==> src/hdl/brob_pkg.sv <==
// Types and constants of the breathing ring overlay blend unit.
`timescale 1ns / 1ps

package brob_pkg;

   typedef struct packed {
      logic [7:0]  column;
      logic [7:0]  row;
      logic [15:0] under_pixel;
      logic [15:0] elapsed_ms;
   } req_payload_type;

   typedef struct packed {
      logic        in_ring;
      logic [15:0] out_pixel;
      logic [7:0]  ring_alpha;
   } rsp_payload_type;

   localparam int CSR_INDEX_W = 1;
   localparam logic [CSR_INDEX_W-1:0] CSR_ALERT_COLOR = 1'd0;
   localparam logic [CSR_INDEX_W-1:0] CSR_RING_ACTIVE = 1'd1;

   localparam int RING_THICKNESS = 3;

   localparam logic [15:0] PULSE_MS    = 16'd1000;
   localparam logic [15:0] FINAL_START = 16'd2000;
   localparam logic [15:0] HOLD_START  = 16'd2500;
   localparam logic [9:0]  FADE_MS     = 10'd500;
   localparam logic [9:0]  PULSE_MS_10 = 10'd1000;

   // floor(m / 125) = (m * ALPHA_RECIP) >> ALPHA_SHIFT for all m below 2^15
   localparam logic [15:0] ALPHA_RECIP = 16'd33555;
   localparam int          ALPHA_SHIFT = 22;

   typedef enum logic [1:0] {
      PHASE_PULSE = 2'd0,
      PHASE_FINAL = 2'd1,
      PHASE_HOLD  = 2'd2
   } phase_type;

endpackage

==> src/hdl/breathing_ring_overlay_blend_unit.sv <==
// Breathing ring overlay blend unit: seven-stage pixel pipeline.
`timescale 1ns / 1ps

// Blends a pulsing alert ring over an RGB565 pixel stream. One pixel enters per clock while
// req_stall is low; the pipeline is seven register stages (position and timeline phase,
// squares and ramp, ring test and alpha numerator, reciprocal multiply, alpha, channel
// products, divide by 255 and pack), each with its own valid bit, so bubbles collapse and
// rsp_stall holds only the stages that are full. alert_color and ring_active are written
// through the csr port, which is always ready; write them only while no pixel
// is in flight.
module breathing_ring_overlay_blend_unit #(
   parameter int SCREEN_WIDTH  = 240,
   parameter int SCREEN_HEIGHT = 240
) (
   input  logic                          clock,
   input  logic                          reset,
   input  logic                          req_valid,
   output logic                          req_stall,
   input  brob_pkg::req_payload_type     req_payload,
   output logic                          rsp_valid,
   input  logic                          rsp_stall,
   output brob_pkg::rsp_payload_type     rsp_payload,
   input  logic                          csr_valid,
   output logic                          csr_ready,
   input  logic [brob_pkg::CSR_INDEX_W-1:0] csr_index,
   input  logic [15:0]                   csr_wdata
);

   localparam int STAGES = 7;
   localparam int CX     = SCREEN_WIDTH / 2;
   localparam int CY     = SCREEN_HEIGHT / 2;
   localparam int R_OUT  = SCREEN_WIDTH / 2 - 1;
   localparam int R_IN   = R_OUT - brob_pkg::RING_THICKNESS;
   localparam logic [17:0] ROUT_SQ = 18'(R_OUT * R_OUT);
   localparam logic [17:0] RIN_SQ  = 18'(R_IN * R_IN);

   typedef struct packed {
      logic signed [8:0]   dx;
      logic signed [8:0]   dy;
      logic                on_screen;
      logic [9:0]          phase_ms;
      brob_pkg::phase_type phase;
      logic [15:0]         under;
   } s1_type;

   typedef struct packed {
      logic [16:0] sq_x;
      logic [16:0] sq_y;
      logic        on_screen;
      logic [8:0]  ramp;
      logic [15:0] under;
   } s2_type;

   typedef struct packed {
      logic        ring;
      logic [14:0] numer;
      logic        alpha_zero;
      logic        alpha_full;
      logic [15:0] under;
   } s3_type;

   typedef struct packed {
      logic        ring;
      logic [30:0] prod;
      logic        alpha_zero;
      logic        alpha_full;
      logic [15:0] under;
   } s4_type;

   typedef struct packed {
      logic        ring;
      logic [7:0]  alpha;
      logic [15:0] under;
   } s5_type;

   typedef struct packed {
      logic        ring;
      logic [7:0]  alpha;
      logic [15:0] sum_r;
      logic [15:0] sum_g;
      logic [15:0] sum_b;
      logic [15:0] under;
   } s6_type;

   logic [15:0]            alert_color_ff, alert_color_in;
   logic                   ring_active_ff, ring_active_in;
   logic                   active;
   logic [STAGES-1:0]      vld_ff, vld_in;
   logic [STAGES:0]        rdy;
   s1_type                 s1_ff, s1_in;
   s2_type                 s2_ff, s2_in;
   s3_type                 s3_ff, s3_in;
   s4_type                 s4_ff, s4_in;
   s5_type                 s5_ff, s5_in;
   s6_type                 s6_ff, s6_in;
   brob_pkg::rsp_payload_type s7_ff, s7_in;

   assign csr_ready = 1'b1;
   assign active    = ring_active_ff && (alert_color_ff != 16'd0);

   always_comb begin
      alert_color_in = alert_color_ff;
      ring_active_in = ring_active_ff;
      if (csr_valid && csr_ready) begin
         unique case (csr_index)
            brob_pkg::CSR_ALERT_COLOR: alert_color_in = csr_wdata;
            brob_pkg::CSR_RING_ACTIVE: ring_active_in = csr_wdata[0];
            default: ;
         endcase
      end
   end

   always_ff @(posedge clock) begin
      if (reset) begin
         alert_color_ff <= 16'd0;
         ring_active_ff <= 1'b0;
      end else begin
         alert_color_ff <= alert_color_in;
         ring_active_ff <= ring_active_in;
      end
   end

   always_comb begin
      rdy[STAGES] = !rsp_stall;
      for (int k = STAGES - 1; k >= 0; k--) begin
         rdy[k] = !vld_ff[k] || rdy[k+1];
      end
   end

   always_comb begin
      if (rdy[0]) begin
         vld_in[0] = req_valid;
      end else begin
         vld_in[0] = vld_ff[0];
      end
      for (int k = 1; k < STAGES; k++) begin
         if (rdy[k]) begin
            vld_in[k] = vld_ff[k-1];
         end else begin
            vld_in[k] = vld_ff[k];
         end
      end
   end

   assign req_stall   = !rdy[0];
   assign rsp_valid   = vld_ff[STAGES-1];
   assign rsp_payload = s7_ff;

   always_ff @(posedge clock) begin
      if (reset) begin
         vld_ff <= '0;
      end else begin
         vld_ff <= vld_in;
      end
   end

   always_comb begin
      s1_in.dx        = 9'({1'b0, req_payload.column} - 9'(CX));
      s1_in.dy        = 9'({1'b0, req_payload.row} - 9'(CY));
      s1_in.on_screen = ({1'b0, req_payload.column} < 9'(SCREEN_WIDTH))
                     && ({1'b0, req_payload.row} < 9'(SCREEN_HEIGHT));
      s1_in.under     = req_payload.under_pixel;
      if (req_payload.elapsed_ms >= brob_pkg::HOLD_START) begin
         s1_in.phase    = brob_pkg::PHASE_HOLD;
         s1_in.phase_ms = 10'd0;
      end else if (req_payload.elapsed_ms >= brob_pkg::FINAL_START) begin
         s1_in.phase    = brob_pkg::PHASE_FINAL;
         s1_in.phase_ms = 10'(req_payload.elapsed_ms - brob_pkg::FINAL_START);
      end else if (req_payload.elapsed_ms >= brob_pkg::PULSE_MS) begin
         s1_in.phase    = brob_pkg::PHASE_PULSE;
         s1_in.phase_ms = 10'(req_payload.elapsed_ms - brob_pkg::PULSE_MS);
      end else begin
         s1_in.phase    = brob_pkg::PHASE_PULSE;
         s1_in.phase_ms = 10'(req_payload.elapsed_ms);
      end
   end

   always_comb begin
      logic signed [17:0] px;
      logic signed [17:0] py;
      px = s1_ff.dx * s1_ff.dx;
      py = s1_ff.dy * s1_ff.dy;
      s2_in.sq_x      = 17'(px);
      s2_in.sq_y      = 17'(py);
      s2_in.on_screen = s1_ff.on_screen;
      s2_in.under     = s1_ff.under;
      case (s1_ff.phase)
         brob_pkg::PHASE_PULSE: begin
            if (s1_ff.phase_ms < brob_pkg::FADE_MS) begin
               s2_in.ramp = 9'(s1_ff.phase_ms);
            end else begin
               s2_in.ramp = 9'(brob_pkg::PULSE_MS_10 - s1_ff.phase_ms);
            end
         end
         brob_pkg::PHASE_FINAL: s2_in.ramp = 9'(s1_ff.phase_ms);
         default:               s2_in.ramp = 9'(brob_pkg::FADE_MS);
      endcase
   end

   always_comb begin
      logic [17:0] d2;
      logic [16:0] numer_full;
      d2               = {1'b0, s2_ff.sq_x} + {1'b0, s2_ff.sq_y};
      numer_full       = ({s2_ff.ramp, 8'd0} - {8'd0, s2_ff.ramp}) + 17'd250;
      s3_in.ring       = s2_ff.on_screen && (d2 <= ROUT_SQ) && (d2 >= RIN_SQ);
      s3_in.numer      = numer_full[16:2];
      s3_in.alpha_zero = s2_ff.ramp <= 9'd1;
      s3_in.alpha_full = s2_ff.ramp >= 9'(brob_pkg::FADE_MS);
      s3_in.under      = s2_ff.under;
   end

   always_comb begin
      s4_in.ring       = s3_ff.ring;
      s4_in.prod       = {16'd0, s3_ff.numer} * {15'd0, brob_pkg::ALPHA_RECIP};
      s4_in.alpha_zero = s3_ff.alpha_zero;
      s4_in.alpha_full = s3_ff.alpha_full;
      s4_in.under      = s3_ff.under;
   end

   always_comb begin
      s5_in.ring  = s4_ff.ring;
      s5_in.under = s4_ff.under;
      if (!active || s4_ff.alpha_zero) begin
         s5_in.alpha = 8'd0;
      end else if (s4_ff.alpha_full) begin
         s5_in.alpha = 8'hFF;
      end else begin
         s5_in.alpha = s4_ff.prod[brob_pkg::ALPHA_SHIFT+7:brob_pkg::ALPHA_SHIFT];
      end
   end

   always_comb begin
      logic [7:0] src_r, src_g, src_b;
      logic [7:0] dst_r, dst_g, dst_b;
      logic [7:0] inv;
      src_r = {alert_color_ff[15:11], alert_color_ff[15:13]};
      src_g = {alert_color_ff[10:5],  alert_color_ff[10:9]};
      src_b = {alert_color_ff[4:0],   alert_color_ff[4:2]};
      dst_r = {s5_ff.under[15:11], s5_ff.under[15:13]};
      dst_g = {s5_ff.under[10:5],  s5_ff.under[10:9]};
      dst_b = {s5_ff.under[4:0],   s5_ff.under[4:2]};
      inv   = 8'hFF - s5_ff.alpha;
      s6_in.sum_r = ({8'd0, src_r} * {8'd0, s5_ff.alpha})
                  + ({8'd0, dst_r} * {8'd0, inv}) + 16'd127;
      s6_in.sum_g = ({8'd0, src_g} * {8'd0, s5_ff.alpha})
                  + ({8'd0, dst_g} * {8'd0, inv}) + 16'd127;
      s6_in.sum_b = ({8'd0, src_b} * {8'd0, s5_ff.alpha})
                  + ({8'd0, dst_b} * {8'd0, inv}) + 16'd127;
      s6_in.ring  = s5_ff.ring;
      s6_in.alpha = s5_ff.alpha;
      s6_in.under = s5_ff.under;
   end

   always_comb begin
      logic [15:0] tr, tg, tb;
      tr = s6_ff.sum_r + 16'd1 + {8'd0, s6_ff.sum_r[15:8]};
      tg = s6_ff.sum_g + 16'd1 + {8'd0, s6_ff.sum_g[15:8]};
      tb = s6_ff.sum_b + 16'd1 + {8'd0, s6_ff.sum_b[15:8]};
      s7_in.in_ring    = s6_ff.ring;
      s7_in.ring_alpha = s6_ff.alpha;
      if (!active || !s6_ff.ring || (s6_ff.alpha == 8'd0)) begin
         s7_in.out_pixel = s6_ff.under;
      end else if (s6_ff.alpha == 8'hFF) begin
         s7_in.out_pixel = alert_color_ff;
      end else begin
         s7_in.out_pixel = {tr[15:11], tg[15:10], tb[15:11]};
      end
   end

   always_ff @(posedge clock) begin
      if (rdy[0]) s1_ff <= s1_in;
      if (rdy[1]) s2_ff <= s2_in;
      if (rdy[2]) s3_ff <= s3_in;
      if (rdy[3]) s4_ff <= s4_in;
      if (rdy[4]) s5_ff <= s5_in;
      if (rdy[5]) s6_ff <= s6_in;
      if (rdy[6]) s7_ff <= s7_in;
   end

endmodule

==> config.mk <==
export PLATFORM = sky130hd
export DESIGN_NAME = breathing_ring_overlay_blend_unit
export DESIGN_NICKNAME = d
export VERILOG_FILES = /design/src/hdl/brob_pkg.sv /design/src/hdl/breathing_ring_overlay_blend_unit.sv
export SDC_FILE = /design/constraint.sdc
export NUM_CORES = 2
export LEC_CHECK = 0
export BUFFER_PORTS_ARGS = -buffer_cell sky130_fd_sc_hd__buf_2
export CORE_ASPECT_RATIO = 1.75
export CORE_UTILIZATION = 57
export CTS_CLUSTER_DIAMETER = 50
export CTS_CLUSTER_SIZE = 10
export DETAILED_ROUTE_END_ITERATION = 7
export PLACE_DENSITY = 0.82
export SYNTH_ARGS = -nofsm -noshare
export SYNTH_HDL_FRONTEND = slang
export SYNTH_SLANG_ARGS = --single-unit
==> constraint.sdc <==
create_clock -name clock -period 6.98 [get_ports clock]
set_input_delay 0.349 -clock clock [delete_from_list [all_inputs] [get_ports clock]]
set_output_delay 0.349 -clock clock [all_outputs]
set_load 0.005 [all_outputs]
==> key figures <==
Status
  – Status: complete, no violations

Pwr
  – Worst vdd ir: 0.5245 mV
  – Net Sw Power: 0.006555 W
  – PD cells: 418.4 nW/um^2
  – Int Pwr: 0.008507 W
  – Seq pwr share: 20.5%
  – Lkg Pwr: 17.68 nW
  – Sw frac: 43.52%
  – Clock power frac: 13.5%
  – Comb pwr share: 66.0%

Place
  – Port bufs: 96
  – Hpwl dp: 58.04 mm
  – Routability cong.: 0.9266
  – Placed inst area: 34380 um^2

Floorplanning
  – Placeable core area: 57180 um^2
  – Die area: 58950 um^2
  – Rows: 116
  – Die Wd: 184.0 um
  – Die height: 320.4 um
  – I/O pin count: 98
  – Starting Density: 57.75%

Yosys
  – Post-synthesis register bit count: 313
  – Unique masters post-synth: 79
  – Sequential share of the synthesized area: 27.73%
  – Synth top area share: 27.58%
  – Syn nets: 3993
  – Cell count after synthesis: 3072
  – Synth top area cells: fa_1 28%, edfxtp_1 26%, ha_1 15%, inv_1 8.1%, xnor2_1 2.7%
  – Synth Warn #: 0
  – EDFF count, synth: 289
  – Post-synthesis cell area: 33030 um^2
  – Synth area leader: fa_1
  – Async S/R FF share, synth: 0%
  – Mean Syn Cell Area: 10.75 um^2
  – Ys flop type: edfxtp_1

STA
  – FMAX: 157.8 MHz
  – Tcrit/Tclk final: 90.78%
  – Least-Margin Pin Slew: 1.088 ns
  – Fin crit period: 6.337 ns
  – Rel. slew slack: 27.29%
  – Fin. Hold Viols: 0
  – RSZ-0062 raised after global routing: no
  – Final setup vio count: 0
  – Setup TNS: 0 ns
  – Layout Skew: 0.03057 ns
  – Max-slew violations: 0

CTS
  – Clock sinks: 313
  – Total CTS buffers: 42
  – Setup bufs post-CTS: 0
  – CTS tree: done
  – Root buf cell: clkbuf_16
  – CTS max path bufs: 3
  – CTS H-tree depth: 2
  – Clock Pin Slew Worst Setup and Hold Paths: 0.06 ns
  – Post_cts resized: 0
  – Clock Latency Late Sink: 0.59 ns

Drt
  – Initial DRC count: 978
  – Vias: 21568
  – Detailed-route wire length per cell: 17.76 um
  – First-pass iteration count of the detailed router: 5
  – Via density: 5.397
  – Drt drc: 0
  – Routed wire length: 70.98 mm
  – DRT antenna net count: 0

Worst setup path
  – Reg2reg setup slack: 0.64 ns
  – Critical path peak fanout: 22
  – CP Data Arrival Time: 6.64 ns
  – Element type at the critical path start: flip-flop
  – R2R cell count: 19
  – CP Capture Type: flip-flop
  – Crit Reg-Reg Endpoint: s6_ff[63]
  – Setup CP Type: flip-flop to flip-flop
  – WP data required: 7.28 ns
  – RR Startpoint: s5_ff[18]

Flow run
  – Max_cap viols: 0

Cells and area
  – Layout cells sized above 1: 6.627%
  – Final nets: 4117
  – Synth-to-layout area growth: 9.013%
  – Finished Cell Area: 36000 um^2
  – N_diodes: 0
  – Fillers: 4442

Global routing
  – Global-route wire length before repair: 116.1 mm
  – Pin count of the biggest net entering global routing: 60
  – Vias in the first global route: 23903
  – Initial antenna violation count: 0
  – All-Layer GR Usage: 25.62%
  – Total global routing overflow: 0

Hold path
  – Hold WC Path Type: input pin to flip-flop
  – Hold path depth: 3
  – Worst hold path endpoint: alert_color_ff[1]
  – Hold path start: csr_wdata[1]
-- state kept, by name, summed over array words and instances, names as in the netlist --
signal	cells
s2_ff	58
s5_ff	25
rsp_payload	25
alert_color_ff	16
s4_ff	27
vld_ff	7
s6_ff	73
s1_ff	47
s3_ff	34
ring_active_ff	1
-- kinds of logic after synthesis --
group / Yosys count / share of synthesized area (%)
other: 1 / 0.01135
flip-flops: 313 / 27.73
AO/OA/AOI/OAI: 277 / 5.615
multiplexers: 8 / 0.2463
buffers and inverters: 789 / 9.028
XOR/XNOR: 140 / 3.713
AND/OR/NAND/NOR: 693 / 11.07
adder cells (fa/ha/maj): 851 / 42.58
-- power groups by stage --
| stage | clock network [W] | logic (W) | registers, W |
|---|---|---|---|
| after floorplan | 0 | 0.00791 | 0.00298 |
| after global placement | 0 | 0.00952 | 0.00311 |
| after detailed placement | 0 | 0.00991 | 0.00313 |
| after CTS | 0.00208 | 0.0100 | 0.00309 |
| after global routing | 0.00215 | 0.0114 | 0.00312 |
| final | 0.00204 | 0.00993 | 0.00309 |
-- worst max-delay path, stage by stage, from the launching register on --
cell and delay, ns:
edfxtp_1 0.86, buf_4 0.26, and2_1 0.18, inv_1 0.07, fa_1 0.49, inv_1 0.06, fa_1 0.48, inv_1 0.06
fa_1 0.52, fa_1 0.44, fa_1 0.52, fa_1 0.58, inv_1 0.05, ha_1 0.35, a21o_1 0.18, a31o_2 0.23
a311o_1 0.32, a31oi_1 0.17, o21bai_1 0.09, xnor2_1 0.12
-- cells in the mapped netlist, types with 7 or more instances --
master and count:
and2_1 109, edfxtp_1 289, or2_2 10, xnor2_1 102, and3_1 12, o31ai_1 7, dfxtp_1 24, inv_1 717
nand2b_1 77, nand3_1 36, nor3_1 26, a21o_1 19, mux2i_1 7, nor2_1 79, nand2_1 193, nand4_1 13
a21oi_1 81, fa_1 455, a41oi_1 7, ha_1 396, a31oi_1 10, o21a_1 21, o21ai_0 42, o21ai_1 11
or3_1 19, xor2_1 38, o211ai_1 7, nor4_1 14, o21bai_1 11, nor2b_1 88, clkbuf_1 63, a211oi_1 10
-- cell usage in the layout (no fill, tap or decap), types with 27 or more instances in the layout --
master,Yosys,final
dlygate4sd3_1,0,29
xnor2_1,102,102
clkbuf_16,0,43
nor2_1,79,79
fa_1,455,455
a21oi_1,81,81
buf_4,2,27
edfxtp_1,289,289
xor2_1,38,38
and2_1,109,109
nand2_1,193,193
buf_2,4,96
nor2b_1,88,88
nand3_1,36,35
ha_1,396,396
o21ai_0,42,42
inv_1,717,716
nand2b_1,77,77
-- through the flow --
| stage | utilization [%] | worst slack (ns) | hold WS [ns] | power (W) | instances |
|---|---|---|---|---|---|
| floorplan | - | 1.139 | 0.4003 | 0.01089 | 3072 |
| global placement | 60.13 | 0.7589 | 0.4016 | 0.01264 | 3890 |
| detailed placement | 60.13 | 0.7124 | 0.4045 | 0.01303 | 3890 |
| CTS | 62.96 | 0.6729 | 0.003191 | 0.01517 | 3996 |
| global route | 62.96 | 0.3863 | 0.02424 | 0.01663 | 3996 |
| finish | 62.96 | 0.6435 | 0.03155 | 0.01506 | 3996 |
-- what timing repair did --
| action | 4_1_cts | 5_1_grt |
|---|---|---|
| setup endpoints to repair | 0 | 0 |
| hold buffers | 29 | 0 |
| hold endpoints to repair | 29 | 0 |
-- metal layers --
metal / track usage, % / vias to the layer above / routed length [um]
li1: - / 10015 / -
met1: 24.60 / 10632 / 23140
met2: 49.29 / 653 / 39500
met3: 3.792 / 268 / 3006
met4: 17.13 / 0 / 5331
met5: 0 / - / 0
-- how the worst max path moves through the flow --
stage / startpoint / to / slack, ns / depth (start not counted)
after floorplan: s5_ff[23] / s6_ff[31] / 1.14 / 18
after global placement: s5_ff[18] / s6_ff[31] / 0.76 / 17
after detailed placement: s5_ff[18] / s6_ff[31] / 0.71 / 17
after CTS: s5_ff[18] / s6_ff[63] / 0.67 / 19
after global routing: s5_ff[18] / s6_ff[63] / 0.39 / 19
final: s5_ff[18] / s6_ff[63] / 0.64 / 19
-- area by class of cell --
cell class              instances  area [um^2]  area share, %
inverters                     717         2691          7.475
clock buffers                  64         1155          3.208
multi-input cells            1970        20890          58.03
clock inverters                13        173.9         0.4831
well taps                     767        959.7          2.666
flip-flops and latches        313         9159          25.44
repair buffers                152        973.4          2.704
(Power assumes the default switching activity.)
